===== src/sv/lzwc_pkg.sv =====
// ---------------------------------------------------------------------------
// lzwc_pkg
// Shared types and constants of the LZW byte compressor.
// ---------------------------------------------------------------------------
package lzwc_pkg;

	localparam int MaxCodeBitsDef = 12;
	localparam int FirstFree      = 256;
	localparam int StartWidth     = 9;
	localparam int CodeMaxW       = 16;
	localparam int WidthW         = 5;

	typedef struct packed {
		logic [7:0] in_byte;
		logic       last_byte;
	} in_item_t;

	typedef struct packed {
		logic [7:0] out_byte;
		logic       stream_end;
	} out_item_t;

	// code handed to the bit packer
	typedef struct packed {
		logic                valid;
		logic [CodeMaxW-1:0] code;
		logic [WidthW-1:0]   width;
		logic                last;
	} pk_cmd_t;

	// lookup answer from the dictionary
	typedef struct packed {
		logic                done;
		logic                hit;
		logic [CodeMaxW-1:0] code;
	} dict_rsp_t;

endpackage


===== src/sv/lzwc_pack.sv =====
// ---------------------------------------------------------------------------
// lzwc_pack
// Bit packer: takes variable-width codes, drains MSB-first bytes one per cycle while not stalled.
// ---------------------------------------------------------------------------
module lzwc_pack import lzwc_pkg::*; #(
	parameter int MAX_CODE_BITS = MaxCodeBitsDef
) (
	input  logic      clk,
	input  logic      arst_n,
	input  pk_cmd_t   cmd,
	output logic      rdy,
	output logic      valid,
	input  logic      stall,
	output out_item_t item
);

	localparam int AW = MAX_CODE_BITS + 7;
	localparam int CW = $clog2(AW + 1);

	logic [AW-1:0] acc_q;
	logic [CW-1:0] cnt_q, cnt_n;
	logic          last_q, ov_q, busy, take;
	logic [7:0]    byte_n;
	out_item_t     item_q;

	assign busy = (cnt_q >= CW'(8)) || (last_q && cnt_q != '0);
	assign take = busy && (!ov_q || !stall);
	assign rdy  = !busy;

	always_comb begin
		if (cnt_q >= CW'(8)) begin
			byte_n = 8'(acc_q >> (cnt_q - CW'(8)));
			cnt_n  = cnt_q - CW'(8);
		end else begin
			// pad the tail with zeros
			byte_n = 8'(acc_q << (CW'(8) - cnt_q));
			cnt_n  = '0;
		end
	end

	always_ff @(posedge clk or negedge arst_n) begin
		if (!arst_n) begin
			acc_q  <= '0;
			cnt_q  <= '0;
			last_q <= 1'b0;
			ov_q   <= 1'b0;
			item_q <= '0;
		end else begin
			if (take) begin
				ov_q   <= 1'b1;
				item_q <= '{out_byte: byte_n, stream_end: last_q && cnt_n == '0};
				cnt_q  <= cnt_n;
				if (cnt_n == '0) last_q <= 1'b0;
			end else if (ov_q && !stall) begin
				ov_q <= 1'b0;
			end
			if (cmd.valid) begin
				acc_q  <= (acc_q << cmd.width) | AW'(cmd.code);
				cnt_q  <= cnt_q + CW'(cmd.width);
				last_q <= cmd.last;
			end
		end
	end

	assign valid = ov_q;
	assign item  = item_q;

endmodule


===== config.mk =====
export PLATFORM = sky130hd
export DESIGN_NAME = lzwc_pack
export DESIGN_NICKNAME = d
export VERILOG_FILES = /design/src/sv/lzwc_pkg.sv /design/src/sv/lzwc_pack.sv
export SDC_FILE = /design/constraint.sdc
export NUM_CORES = 1
export LEC_CHECK = 0
export BUFFER_PORTS_ARGS = -buffer_cell sky130_fd_sc_hd__buf_2
export CAP_MARGIN = 20
export CORE_AREA = 2 2 116 84
export CTS_CLUSTER_SIZE = 16
export DETAILED_ROUTE_END_ITERATION = 8
export DIE_AREA = 0 0 118 86
export PLACE_DENSITY = 0.64
export RECOVER_POWER = 100
export SLEW_MARGIN = 10
export SYNTH_ARGS = -nofsm -noshare
export SYNTH_HDL_FRONTEND = slang
export SYNTH_SLANG_ARGS = --single-unit
export TNS_END_PERCENT = 10

===== constraint.sdc =====
create_clock -name clk -period 3.1 [get_ports clk]
set_input_delay 0.93 -clock clk [delete_from_list [all_inputs] [get_ports clk]]
set_output_delay 0.93 -clock clk [all_outputs]
set_load 0.1 [all_outputs]

==> metrics.txt <==
Post-DP HPWL 7.27 mm; Worst EP arrival 1990 ps; Crit Reg-Reg Endpoint cnt_q[4]; xor and xnor area share after synthesis 0.00747; Clock Skews 9.37 ps; routed len/inst 18.8 um; Design Area, Final 3970 um2; worst-skew pair later-pin latency 280 ps; largest net degree at the start of global routing 43; FF/Latch Area 876 um2; die area 10100 um2; CTS tree yes; switch share 0.500; area share of fa/ha/maj cells after synthesis 0.0270; worst reg2reg setup slack 450 ps; die height 86 um; total grt overflow 0; Syn Nets 421; Vias 3221; Slew @ Worst Pin 2060 ps; Final #Nets 442; CTS-repair resized insts 0; # IOs 37; Final setup viols 0; CP Data Required Time 2170 ps; Synth async-reset ratio 1.00; DR iter-0 viols 311; fraction of the mapped netlist area in simple logic gates 0.185; ratio of final minimum period to clock period 0.941; Post-CTS Setup Inserts 0; CP endpoint kind primary output; Area after DPL 3810 um2; largest family of logic cells by synthesized area multiplexers; CTS Buffer Depth 2; H-tree Lvls 2; multiplexer area fraction after synthesis 0.301; fillers 875; Place WS 253 ps; final hold violations 0; # placed instances 526; Clock Tree Root clkbuf_16; pwr dens 942 nW/um2; EDFF count, synth 0; design internal power 1.87 mW; Seq pwr share 0.196; Reg clk slew, reported paths 60 ps; reg2reg start cnt_q[0]; Leak 1.62 nW; Ys Warns 0; Psw 1.87 mW; Seq/Total Area, Yosys 0.249; Setup Crit Path Kind flip-flop to primary output; Post-CTS Hold Buffers 0; Top FF cell, synth dfrtp_1; Clk pwr share 0.180; combinational fraction of design power 0.624; CTS buffer count 5; Total GRT Usage 0.205; initial antenna violation count 0; chip width 118 um; Core Util, Final 0.443; relative slew slack -0.374; share of cells above drive strength 1 0.202; area of the multi-input gates 2440 um2; Vias/cell 6.03; DR DRC count 0; Starting Density 0.393; fin cells 534; hold depth 2; Max Clock Freq 343 MHz; Hold Crit Start item[8]; Setup crit start kind flip-flop; post-synthesis cell area 3520 um2; unrepaired setup endpoints after global routing no; reg2reg path depth 9; fin crit period 2920 ps; Cell Rows 29; worst hold slack 522 ps; Power Total 3.74 mW; Max Cap Viol 1; post-synth cell types 59; Max Slew Vio Count 36; TritonCTS Sinks 35; core box area 8960 um2; Post-Synthesis Cells 388; Detailed Route WL 10.0 mm; critical path peak fanout 7; vias in the first global route 3042; Antenna Diode Count 0; Avg Cell Area, Syn 9.07 um2; I/O Buffers 36; number of synthesized register bits 35; hold crit path type flip-flop to flip-flop; first-pass GRT wire length 16.5 mm; outcome finished with violations; maximum vdd ir drop 0.375 mV; failing checks max-capacitance violations, max-slew violations; final worst setup slack 183 ps; RD Place Congestion 0.971; Area Growth Syn to Fin 12.8%; Compound-Gate Fraction of Synth Area 0.172; WHS Endpoint item[8]; setup TNS 0 ps; 1st-pass router iterations 5; antenna viol nets, final 0
[kinds of logic after synthesis]
logic type / Yosys count
muxes: 75
adders and majority gates: 7
AOI/OAI and AO/OA: 91
xor gates and xnor gates: 3
DFF: 35
and+or+nand+nor: 132
buffers and inverters: 45
[state kept, by name, summed over array words and instances, names as in the netlist]
signal,cells
acc_q,19
item,9
cnt_q,5
last_q,1
valid,1
[Yosys cell counts (2+ instances only)]
cell | instances | area (um2)
nor2_1 | 42 | 158
mux2i_1 | 39 | 390
dfrtp_1 | 35 | 876
a21oi_1 | 31 | 155
nand2_1 | 30 | 113
mux4_2 | 22 | 495
clkbuf_1 | 15 | 56.3
o21ai_0 | 15 | 75.1
mux2_2 | 13 | 146
inv_1 | 11 | 41.3
nand3_1 | 11 | 55.1
buf_2 | 10 | 50.1
a31oi_1 | 8 | 50.1
and3_1 | 6 | 37.5
ha_1 | 6 | 75.1
nand3b_1 | 6 | 45.0
nor3_1 | 6 | 30.0
buf_4 | 5 | 37.5
nand2b_1 | 5 | 31.3
nand4_1 | 5 | 31.3
nor2b_1 | 5 | 31.3
o211ai_1 | 5 | 37.5
a211oi_1 | 4 | 30.0
nor4_1 | 4 | 25.0
o21ai_1 | 4 | 20.0
nor3b_1 | 3 | 22.5
o21a_1 | 3 | 22.5
a221o_1 | 2 | 20.0
a22o_1 | 2 | 17.5
a311oi_1 | 2 | 17.5
and2_1 | 2 | 12.5
buf_1 | 2 | 7.51
o311ai_0 | 2 | 17.5
xor2_1 | 2 | 17.5
[final cells by class]
class / count / share of cell area
Multi-Input combinational cell: 308 / 0.615
Inverter: 12 / 0.0120
Clock inverter: 2 / 0.0151
Clock buffer: 6 / 0.0325
Timing Repair Buffer: 47 / 0.0653
Sequential cell: 35 / 0.221
Tap cell: 124 / 0.0391
[worst max path at each step]
stage,from,end,slack (ps),cells past startpoint
4_1_cts,cnt_q[1],rdy,200,5
3_5_place_dp,cmd[1],acc_q[16],250,6
2_1_floorplan,cnt_q[1],rdy,9,5
5_1_grt,cnt_q[1],rdy,120,5
3_3_place_gp,cmd[1],acc_q[16],340,6
6_report,cnt_q[1],rdy,180,5
[layout by cell type (no fill, tap or decap), drive strengths merged, types with 3 or more instances in the layout]
cell type	netlist	layout
and3	6	6
nor2	42	42
nor3b	3	3
ha	6	6
buf	18	34
nand3b	6	6
nor3	6	6
nand2b	6	6
o21a	3	3
a21oi	31	31
nand4	5	5
dfrtp	35	35
a2111oi	3	3
nor2b	5	5
nand3	11	11
a31oi	8	8
mux4	23	23
nand2	30	30
nor4	4	4
mux2	13	13
mux2i	39	39
o211ai	5	5
clkbuf	15	19
a211oi	5	5
inv	12	12
o21ai	19	19
[power groups by stage]
stage | registers [mW] | logic, mW | clock network (mW)
after detailed placement | 0.737 | 2.34 | 0
final | 0.734 | 2.33 | 0.672
after CTS | 0.732 | 2.35 | 0.673
after global placement | 0.733 | 2.31 | 0
after floorplan | 1.12 | 1.50 | 0
after global routing | 0.756 | 2.53 | 0.698
[metal layers]
| metal | vias up | GRT usage | wire, um |
|---|---|---|---|
| met5 | - | 0 | 0 |
| met4 | 0 | 0.0471 | 95 |
| met3 | 11 | 0.0698 | 988 |
| met2 | 145 | 0.279 | 4080 |
| met1 | 1561 | 0.307 | 4870 |
| li1 | 1504 | - | - |
[critical path: stages, from the launching register on]
cell,delay [ps]
dfrtp_1,410
inv_4,130
ha_4,190
or3b_4,400
a211oi_4,340
buf_12,220
(Power assumes the default switching activity.)
